===== src/design/u8d_pkg.sv =====
// ----------------------------------------------------------------------------
// u8d_pkg
// Shared types and constants of the UTF-8 stream decoder.
// ----------------------------------------------------------------------------
package u8d_pkg;

    localparam int CP_W          = 21;
    localparam int NRES_W        = 3;
    localparam int QUEUE_DEPTH   = 4;

    localparam logic [CP_W-1:0] REPLACEMENT_CP = 21'h00fffd;

    // lead byte classes
    localparam logic [2:0] CLS_BAD   = 3'd0;
    localparam logic [2:0] CLS_ASCII = 3'd1;
    localparam logic [2:0] CLS_LEAD2 = 3'd2;
    localparam logic [2:0] CLS_LEAD3 = 3'd3;
    localparam logic [2:0] CLS_LEAD4 = 3'd4;

    // one job for the back end: nres words, all replacements but the last
    typedef struct packed {
        logic [NRES_W-1:0] nres;
        logic [CP_W-1:0]   last_cp;
    } job_t;

    function automatic logic [2:0] lead_class(input logic [7:0] b);
        logic [2:0] cls;
        if (b[7] == 1'b0) begin
            cls = CLS_ASCII;
        end else if (b[7:5] == 3'b110) begin
            cls = CLS_LEAD2;
        end else if (b[7:4] == 4'b1110) begin
            cls = CLS_LEAD3;
        end else if (b[7:3] == 5'b11110) begin
            cls = CLS_LEAD4;
        end else begin
            cls = CLS_BAD;
        end
        return cls;
    endfunction

endpackage


===== src/design/utf8_stream_decoder.sv =====
// ----------------------------------------------------------------------------
// utf8_stream_decoder
// UTF-8 byte stream to code point decoder with U+FFFD replacement.
// ----------------------------------------------------------------------------
// Takes one byte per cycle while the queue has room and returns one code
// point word per cycle while m_ready holds. A byte causes zero to four words;
// the front end turns a byte with any words into a single job in the same
// cycle, and the back end emits that job's words one per cycle unless m_ready
// is low. A queue of QUEUE_DEPTH jobs between the two absorbs such bursts;
// input stalls only when it fills. A byte's job is registered in the queue
// and then loaded into the back end's registers before its first word is
// offered. Malformed or cut-short sequences yield U+FFFD per buffered byte.
module utf8_stream_decoder
    import u8d_pkg::*;
#(
    parameter int QUEUE_DEPTH_P = QUEUE_DEPTH
) (
    input  logic            aclk,
    input  logic            aresetn,
    input  logic            s_valid,
    output logic            s_ready,
    input  logic [7:0]      s_text_byte,
    input  logic            s_end_of_text,
    output logic            m_valid,
    input  logic            m_ready,
    output logic [CP_W-1:0] m_codepoint,
    output logic            m_last_of_run
);

    logic q_full, q_push, q_pop, q_not_empty;
    job_t push_job, head_job;

    u8d_front u_front (
        .aclk          (aclk),
        .aresetn       (aresetn),
        .s_valid       (s_valid),
        .s_ready       (s_ready),
        .s_text_byte   (s_text_byte),
        .s_end_of_text (s_end_of_text),
        .q_full        (q_full),
        .q_push        (q_push),
        .q_job         (push_job)
    );

    u8d_queue #(
        .DEPTH (QUEUE_DEPTH_P)
    ) u_queue (
        .aclk      (aclk),
        .aresetn   (aresetn),
        .push      (q_push),
        .push_job  (push_job),
        .full      (q_full),
        .pop       (q_pop),
        .not_empty (q_not_empty),
        .head_job  (head_job)
    );

    u8d_back u_back (
        .aclk          (aclk),
        .aresetn       (aresetn),
        .q_not_empty   (q_not_empty),
        .q_head        (head_job),
        .q_pop         (q_pop),
        .m_valid       (m_valid),
        .m_ready       (m_ready),
        .m_codepoint   (m_codepoint),
        .m_last_of_run (m_last_of_run)
    );

endmodule


===== src/design/u8d_front.sv =====
// ----------------------------------------------------------------------------
// u8d_front
// Accepts bytes, tracks the open sequence and turns each byte into a job.
// ----------------------------------------------------------------------------
module u8d_front
    import u8d_pkg::*;
(
    input  logic        aclk,
    input  logic        aresetn,
    input  logic        s_valid,
    output logic        s_ready,
    input  logic [7:0]  s_text_byte,
    input  logic        s_end_of_text,
    input  logic        q_full,
    output logic        q_push,
    output job_t        q_job
);

    logic [7:0] pend0_reg, pend1_reg, pend2_reg;
    logic [1:0] cnt_reg, cnt_next;
    logic [2:0] exp_len_reg, exp_len_next;
    logic       accept;
    logic       is_cont;
    logic [2:0] cls;
    logic       fresh_res;
    logic [CP_W-1:0] fresh_cp;
    logic       fresh_open;
    logic [CP_W-1:0] asm_cp;
    logic       wr_p0, wr_p1, wr_p2;
    job_t       job;

    assign s_ready = !q_full;
    assign accept  = s_valid && s_ready;
    assign is_cont = (s_text_byte[7:6] == 2'b10);
    assign cls     = lead_class(s_text_byte);

    always_comb begin
        fresh_res  = 1'b1;
        fresh_cp   = REPLACEMENT_CP;
        fresh_open = 1'b0;
        if (cls == CLS_ASCII) begin
            fresh_cp = {13'd0, s_text_byte};
        end else if (cls == CLS_BAD || s_end_of_text) begin
            fresh_cp = REPLACEMENT_CP;
        end else begin
            fresh_res  = 1'b0;
            fresh_open = 1'b1;
        end
    end

    always_comb begin
        case (exp_len_reg)
            CLS_LEAD2: asm_cp = {10'd0, pend0_reg[4:0], s_text_byte[5:0]};
            CLS_LEAD3: asm_cp = {5'd0, pend0_reg[3:0], pend1_reg[5:0], s_text_byte[5:0]};
            default:   asm_cp = {pend0_reg[2:0], pend1_reg[5:0], pend2_reg[5:0],
                                 s_text_byte[5:0]};
        endcase
    end

    always_comb begin
        cnt_next     = cnt_reg;
        exp_len_next = exp_len_reg;
        job.nres     = '0;
        job.last_cp  = REPLACEMENT_CP;
        wr_p0        = 1'b0;
        wr_p1        = 1'b0;
        wr_p2        = 1'b0;
        if (exp_len_reg != 3'd0 && is_cont) begin
            if ({1'b0, cnt_reg} + 3'd1 == exp_len_reg) begin
                job.nres     = 3'd1;
                job.last_cp  = asm_cp;
                cnt_next     = 2'd0;
                exp_len_next = 3'd0;
            end else if (s_end_of_text || cnt_reg == 2'd3
                         || {1'b0, cnt_reg} + 3'd1 > exp_len_reg) begin
                // cut short: every buffered byte and this one are replaced
                job.nres     = {1'b0, cnt_reg} + 3'd1;
                cnt_next     = 2'd0;
                exp_len_next = 3'd0;
            end else begin
                wr_p1    = (cnt_reg == 2'd1);
                wr_p2    = (cnt_reg == 2'd2);
                cnt_next = cnt_reg + 2'd1;
            end
        end else begin
            // broken sequence (if open) flushes, then the byte starts afresh
            job.nres    = (exp_len_reg != 3'd0 ? {1'b0, cnt_reg} : 3'd0)
                          + {2'd0, fresh_res};
            job.last_cp = fresh_res ? fresh_cp : REPLACEMENT_CP;
            if (fresh_open) begin
                wr_p0        = 1'b1;
                cnt_next     = 2'd1;
                exp_len_next = cls;
            end else begin
                cnt_next     = 2'd0;
                exp_len_next = 3'd0;
            end
        end
        if (s_end_of_text) begin
            cnt_next     = 2'd0;
            exp_len_next = 3'd0;
        end
    end

    assign q_push = accept && (job.nres != '0);
    assign q_job  = job;

    always_ff @(posedge aclk) begin
        if (!aresetn) begin
            cnt_reg     <= 2'd0;
            exp_len_reg <= 3'd0;
        end else if (accept) begin
            cnt_reg     <= cnt_next;
            exp_len_reg <= exp_len_next;
        end
    end

    always_ff @(posedge aclk) begin
        if (accept && wr_p0) begin
            pend0_reg <= s_text_byte;
        end
        if (accept && wr_p1) begin
            pend1_reg <= s_text_byte;
        end
        if (accept && wr_p2) begin
            pend2_reg <= s_text_byte;
        end
    end

`ifndef SYNTHESIS
    a_open_count: assert property (@(posedge aclk) disable iff (!aresetn)
        exp_len_reg != 3'd0 |-> cnt_reg != 2'd0 && {1'b0, cnt_reg} < exp_len_reg)
        else $error("open sequence with bad pending count");
    a_closed_count: assert property (@(posedge aclk) disable iff (!aresetn)
        exp_len_reg == 3'd0 |-> cnt_reg == 2'd0)
        else $error("pending bytes with no open sequence");
    a_eot_closes: assert property (@(posedge aclk) disable iff (!aresetn)
        s_valid && s_ready && s_end_of_text |=> exp_len_reg == 3'd0)
        else $error("sequence left open after end of text");
`endif

endmodule


===== src/design/u8d_queue.sv =====
// ----------------------------------------------------------------------------
// u8d_queue
// Short job queue between the byte front end and the word back end.
// ----------------------------------------------------------------------------
module u8d_queue
    import u8d_pkg::*;
#(
    parameter int DEPTH = QUEUE_DEPTH
) (
    input  logic aclk,
    input  logic aresetn,
    input  logic push,
    input  job_t push_job,
    output logic full,
    input  logic pop,
    output logic not_empty,
    output job_t head_job
);

    localparam int PTR_W = (DEPTH > 1) ? $clog2(DEPTH) : 1;
    localparam int CNT_W = $clog2(DEPTH + 1);
    localparam logic [PTR_W-1:0] LAST_PTR = PTR_W'(DEPTH - 1);
    localparam logic [CNT_W-1:0] FULL_CNT = CNT_W'(DEPTH);

    job_t             slot_reg [DEPTH];
    logic [PTR_W-1:0] wr_ptr_reg, rd_ptr_reg;
    logic [CNT_W-1:0] cnt_reg;

    assign full      = (cnt_reg == FULL_CNT);
    assign not_empty = (cnt_reg != '0);
    assign head_job  = slot_reg[rd_ptr_reg];

    always_ff @(posedge aclk) begin
        if (!aresetn) begin
            wr_ptr_reg <= '0;
            rd_ptr_reg <= '0;
            cnt_reg    <= '0;
        end else begin
            if (push) begin
                wr_ptr_reg <= (wr_ptr_reg == LAST_PTR) ? '0 : wr_ptr_reg + PTR_W'(1);
            end
            if (pop) begin
                rd_ptr_reg <= (rd_ptr_reg == LAST_PTR) ? '0 : rd_ptr_reg + PTR_W'(1);
            end
            if (push && !pop) begin
                cnt_reg <= cnt_reg + CNT_W'(1);
            end else if (pop && !push) begin
                cnt_reg <= cnt_reg - CNT_W'(1);
            end
        end
    end

    always_ff @(posedge aclk) begin
        if (push) begin
            slot_reg[wr_ptr_reg] <= push_job;
        end
    end

endmodule


===== src/design/u8d_back.sv =====
// ----------------------------------------------------------------------------
// u8d_back
// Expands each job into its words: replacements first, then the last word.
// ----------------------------------------------------------------------------
module u8d_back
    import u8d_pkg::*;
(
    input  logic            aclk,
    input  logic            aresetn,
    input  logic            q_not_empty,
    input  job_t            q_head,
    output logic            q_pop,
    output logic            m_valid,
    input  logic            m_ready,
    output logic [CP_W-1:0] m_codepoint,
    output logic            m_last_of_run
);

    logic              busy_reg;
    logic [NRES_W-1:0] left_reg;
    logic [CP_W-1:0]   cp_reg;
    logic              at_last;
    logic              done;

    assign at_last = (left_reg == NRES_W'(1));
    assign done    = m_ready && at_last;
    assign q_pop   = q_not_empty && (!busy_reg || done);

    assign m_valid       = busy_reg;
    assign m_codepoint   = at_last ? cp_reg : REPLACEMENT_CP;
    assign m_last_of_run = at_last;

    always_ff @(posedge aclk) begin
        if (!aresetn) begin
            busy_reg <= 1'b0;
            left_reg <= '0;
        end else if (q_pop) begin
            busy_reg <= 1'b1;
            left_reg <= q_head.nres;
        end else if (busy_reg && m_ready) begin
            left_reg <= left_reg - NRES_W'(1);
            if (at_last) begin
                busy_reg <= 1'b0;
            end
        end
    end

    always_ff @(posedge aclk) begin
        if (q_pop) begin
            cp_reg <= q_head.last_cp;
        end
    end

`ifndef SYNTHESIS
    a_busy_left: assert property (@(posedge aclk) disable iff (!aresetn)
        busy_reg |-> left_reg != '0 && left_reg <= NRES_W'(4))
        else $error("word counter out of range while busy");
    a_pop_free: assert property (@(posedge aclk) disable iff (!aresetn)
        q_pop |-> !busy_reg || (m_ready && at_last))
        else $error("job popped while words remain");
`endif

endmodule


===== config.mk =====
export PLATFORM = sky130hd
export DESIGN_NAME = utf8_stream_decoder
export DESIGN_NICKNAME = d
export VERILOG_FILES = /design/src/design/u8d_pkg.sv /design/src/design/utf8_stream_decoder.sv /design/src/design/u8d_front.sv /design/src/design/u8d_queue.sv /design/src/design/u8d_back.sv
export SDC_FILE = /design/constraint.sdc
export NUM_CORES = 1
export LEC_CHECK = 0
export BUFFER_PORTS_ARGS = -buffer_cell sky130_fd_sc_hd__clkbuf_2
export CORE_UTILIZATION = 41
export CTS_BUF_LIST = sky130_fd_sc_hd__clkbuf_4 sky130_fd_sc_hd__clkbuf_8 sky130_fd_sc_hd__clkbuf_16
export CTS_CLUSTER_SIZE = 14
export DETAILED_ROUTE_END_ITERATION = 7
export GPL_ROUTABILITY_DRIVEN = 0
export PLACE_DENSITY_LB_ADDON = 0.05
export RECOVER_POWER = 100
export SYNTH_ARGS = -nofsm -noshare
export SYNTH_HDL_FRONTEND = slang
export SYNTH_SLANG_ARGS = --single-unit

===== constraint.sdc =====
create_clock -name aclk -period 4.2 [get_ports aclk]
set_clock_uncertainty 0.1 [all_clocks]
set_input_delay 0.63 -clock aclk [delete_from_list [all_inputs] [get_ports aclk]]
set_output_delay 0.63 -clock aclk [all_outputs]
set_load 0.03 [all_outputs]

Yosys cells after proc, flatten, opt, wreduce, memory -nomap -nowiden

Memory sizes are Yosys's and may differ from the RTL's. A register that Yosys moved wholly into a read port is not among the register bits.
Cells that the tools add are included.

$add $sub $neg: 8
Order comparisons: 1
Equality and inequality tests: 16
Mux-type cells: 48
Reduce and logical (&&, ||, !) cells: 28

Operator list:

| cell                | number |
|---|---|
| $mux 3              | 15 |
| $mux 21             | 2 |
| $pmux 21 s2         | 1 |
| $mux 16             | 2 |
| $mux 24             | 1 |
| $mux 1              | 18 |
| $mux 2              | 9 |
| $logic_and 1x1->1   | 11 |
| $eq 2x2->1 const B  | 5 |
| $reduce_bool 3->1   | 3 |
| $add 2x1->2 const B | 3 |
| $eq 3x1->1 const B  | 2 |
| $eq 3x2->1 const B  | 2 |
| $eq 3x3->1 const B  | 2 |
| $reduce_bool 2->1   | 3 |
| $sub 3x1->3 const B | 2 |
| $eq 5x5->1 const B  | 1 |
| $eq 4x4->1 const B  | 1 |
| $logic_not 1->1     | 4 |
| $logic_or 1x1->1    | 4 |
| $ne 4x4->1 const B  | 1 |
| $reduce_and 2->1    | 2 |
| $add 2x1->3 const B | 1 |
| $add 3x1->3         | 1 |
| other kinds (5)     | 5 |

Bits in registers: 54
Bits in writable memories: 96
Input port bits: 13
Output and inout port bits: 24
Logic and storage cells: 113
Memories kept: 1

Memory list:

| memory           | words | width | read ports | clocked after Yosys merged registers in | wr ports | line            | source |
|---|---|---|---|---|---|---|---|
| u_queue.slot_reg | 4     | 24    | 1          | 1                                       | 1        | u8d_queue.sv:25 | `job_t slot_reg [DEPTH];` |

Depth between registers and ports, before layout

Word-level depth: 17
Mapped depth: 16
Depth with buffers taken out: 15

Cells and area by module

From an unflattened synthesis, not the netlist that was laid out.

Cells, all modules: 394
Area, all modules: 6,367.4 µm²

By module, submodules not included:

| module    | instances | cells each | area each (µm²) | sequential area each (µm²) |
|---|---|---|---|---|
| u8d_queue | 1         | 170        | 3,962.6         | 3,062.9 |
| u8d_front | 1         | 143        | 1,338.8         | 610.6 |
| u8d_back  | 1         | 81         | 1,066.0         | 710.7 |

Least setup slack after synthesis

Ideal clock, no wire load.

Path kind: input to register
Start: input port s_text_byte[3]
End: register u_queue.cnt_reg[2]
Setup time: 0.076 ns
Arrival: 3.073 ns
Required time: 4.024 ns
Slack: 0.952 ns
Stages on the path: 12
Path buffers: 1
Path through: a311o_1 > ha_1 > ha_1 > a22o_1 > o31a_1 > buf_6 > ha_1 > inv_1 > fa_1 > xor2_1 > or3_1 > a21boi_0

RTL lines:

| element              | line                      | source |
|---|---|---|
| start, declared      | utf8_stream_decoder.sv:22 | `input logic [7:0] s_text_byte,` |
| end signal, assigned | u8d_queue.sv:46           | `cnt_reg <= cnt_reg + CNT_W'(1);` |
| end signal, assigned | u8d_queue.sv:48           | `cnt_reg <= cnt_reg - CNT_W'(1);` |
| end, declared        | u8d_queue.sv:27           | `logic [CNT_W-1:0] cnt_reg;` |

==> results.sh <==
export IMPL_status="finished, violations left"
export IMPL_violations="design-rule violations, max-capacitance violations, max-slew violations"
export IMPL_p_sw_mw=1.25
export IMPL_power_share_combinational=0.228
export IMPL_htree_levels=4
export IMPL_critical_path_slowest_cell="dfxtp_1"
export IMPL_slew_viol_final=25
export IMPL_row_count=44
export IMPL_synth_cells=385
export IMPL_p_total_mw=4.52
export IMPL_hold_slack_ps=409
export IMPL_first_pass_iters=8
export IMPL_multi_input_area_mm2=0.00174
export IMPL_nFillCells=1273
export IMPL_drc=4
export IMPL_p_seq_frac=0.444
export IMPL_critPathBufInv=3
export IMPL_synth_cell_types=39
export IMPL_hp_class="reg -> reg"
export IMPL_clockRootBuffer="clkbuf_16"
export IMPL_drive_gt1_frac=0.155
export IMPL_design_area_mm2=0.00715
export IMPL_yosysSeqAreaShare=0.703
export IMPL_detail_route_wl_per_cell_um=18.7
export IMPL_routed_wl_um=11700
export IMPL_initial_core_util=0.424
export IMPL_drtAntennaViolNets=0
export IMPL_max_cap_violations=1
export IMPL_synth_fp_nets=416
export IMPL_path_cells="inv_1, ha_1, inv_1, ha_1, nand3_1, and3_1, a22o_1, o31a_1, ha_1, inv_1, fa_1, xor2_1, or3_1, a21boi_0"
export IMPL_ctsResizeCount=0
export IMPL_final_common_cell="edfxtp_1"
export IMPL_finalCritPeriodShare=0.874
export IMPL_end_kind="flip-flop"
export IMPL_cpPeakStageDelay_ps=470
export IMPL_worst_endpoint_arrival_ps=3900
export IMPL_placed_area_mm2=0.00665
export IMPL_synthToLayoutAreaGrowth_pct=14.8
export IMPL_ios=37
export IMPL_leakage_nw=2.43
export IMPL_p_per_area_mw_per_mm2=632
export IMPL_critPathKind="reg -> reg"
export IMPL_clk_path_buf_depth=2
export IMPL_synth_seq_cells=152
export IMPL_synth_top_flop_cell="edfxtp_1"
export IMPL_ir_worst_vdd_mv=0.280
export IMPL_crit_fanout=8
export IMPL_hold_buffers=0
export IMPL_grt_ovfl_total=0
export IMPL_coreArea_mm2=0.0147
export IMPL_clk_pin_slew_ps=60
export IMPL_die_area_mm2=0.0157
export IMPL_insertion_delay_ps=410
export IMPL_vias=3308
export IMPL_report_final_hold_viol_count=0
export IMPL_num_antenna_cells=0
export IMPL_finalNetCount=463
export IMPL_fmax_mhz=273
export IMPL_vias_per_cell=5.26
export IMPL_grt_pass1_wl_um=18600
export IMPL_dr_first_iter_drc_count=223
export IMPL_dp_hpwl_um=7460
export IMPL_port_buffers=36
export IMPL_cts_buffers=17
export IMPL_worst_path_dominant_cell_family="adder cells"
export IMPL_post_synth_cell_area_avg_um2=16.2
export IMPL_p_clk_frac=0.328
export IMPL_antenna_found_initial=0
export IMPL_synth_edf_count=134
export IMPL_die_w_um=125
export IMPL_largest_reg_flops=96
export IMPL_p_int_mw=3.27
export IMPL_ys_async_sr_fraction=0
export IMPL_die_h_um=125
export IMPL_cts_tree="built"
export IMPL_cp_required_ps=4440
export IMPL_syn_area_mm2=0.00623
export IMPL_period_needed_ps=3670
export IMPL_tightest_slew_ps=2160
export IMPL_critPathLaunchType="flip-flop"
export IMPL_rsz0062_at_grt="false"
export IMPL_grt_pass1_vias=3423
export IMPL_switching_share=0.277
export IMPL_cts_setup_buffers=0
export IMPL_cts_sinks=152
export IMPL_finalSetupTns_ps=0
export IMPL_grt_max_degree=25
export IMPL_most_common_layout_cells="edfxtp_1 (134), nand2_1 (32), clkbuf_1 (30), mux4_2 (24), nand2b_1 (21)"
export IMPL_yosys_warnings=0
export IMPL_relSlewSlack=-0.442
export IMPL_grt_use_total=0.161
export IMPL_seqCellArea_mm2=0.00438
export IMPL_finalSetupViolCount=0
-- area by class of cell --
class | count | area share
Sequential cell | 152 | 0.613
Clock buffer | 19 | 0.0616
Timing Repair Buffer | 43 | 0.0252
Tap cell | 184 | 0.0322
Clock inverter | 13 | 0.0189
Multi-Input combinational cell | 205 | 0.243
Inverter | 13 | 0.00682
-- Yosys cell counts, types with 6 or more instances --
cell type  number  area, um2
edfxtp_1      134       4020
nand2_1        32        120
mux4_2         24        541
nand2b_1       21        131
dfxtp_1        18        360
ha_1           17        213
o21ai_0        15       75.1
and2_1         13       81.3
inv_1          12       45.0
clkbuf_1       11       41.3
nor2_1         10       37.5
mux2i_1         9       90.1
a21oi_1         8       40.0
and3_1          7       43.8
nand3_1         7       35.0
a21boi_0        6       45.0
a31oi_1         6       37.5
nor2b_1         6       37.5
-- metal layers --
metal | share of wire | GRT usage | vias up | routed length [um]
met5 | 0 | 0 | - | 0
met4 | 0.015 | 0.0689 | 0 | 174
met3 | 0.029 | 0.0359 | 14 | 341
met2 | 0.50 | 0.269 | 56 | 5820
met1 | 0.46 | 0.203 | 1687 | 5400
li1 | - | - | 1551 | -
-- power groups by stage --
stage                     clock network (mW)  logic [mW]  registers (mW)
after floorplan                            0       0.805            2.03
after global placement                     0        1.08            2.04
after detailed placement                   0        1.09            2.04
after CTS                               1.51        1.10            2.01
after global routing                    1.57        1.14            2.03
final                                   1.48        1.03            2.01
-- through the flow --
stage	std cells	util	worst slack (ps)
final	629	0.487	531
after global routing	629	0.487	256
after CTS	629	0.491	521
after detailed placement	597	0.452	452
after global placement	597	0.452	603
after floorplan	385	-	952
-- final timing paths --
| check | start | end | slack (ps) | cells after the start |
|---|---|---|---|---|
| setup / recovery | u_front.cnt_reg[0] | u_queue.cnt_reg[2] | 530 | 14 |
| hold / removal | u_queue.wr_ptr_reg[1] | u_queue.wr_ptr_reg[1] | 410 | 2 |
| setup reg to reg | u_front.cnt_reg[0] | u_queue.cnt_reg[2] | 530 | 14 |
| hold reg to reg | u_queue.wr_ptr_reg[1] | u_queue.wr_ptr_reg[1] | 410 | 2 |
-- kinds of logic after synthesis --
group | share of synthesized area
DFF | 0.703
and+or+nand+nor | 0.0911
AOI/OAI and AO/OA | 0.0431
muxes | 0.101
buffers and inverters | 0.0185
adders and majority gates | 0.0373
xor gates and xnor gates | 0.00562
-- tightest hold or removal path: stages, from the launching register on --
cell and delay, ps:
dfxtp_1 340, nand2_1 70, mux2i_1 60
Power figures use the tool's default switching activity.
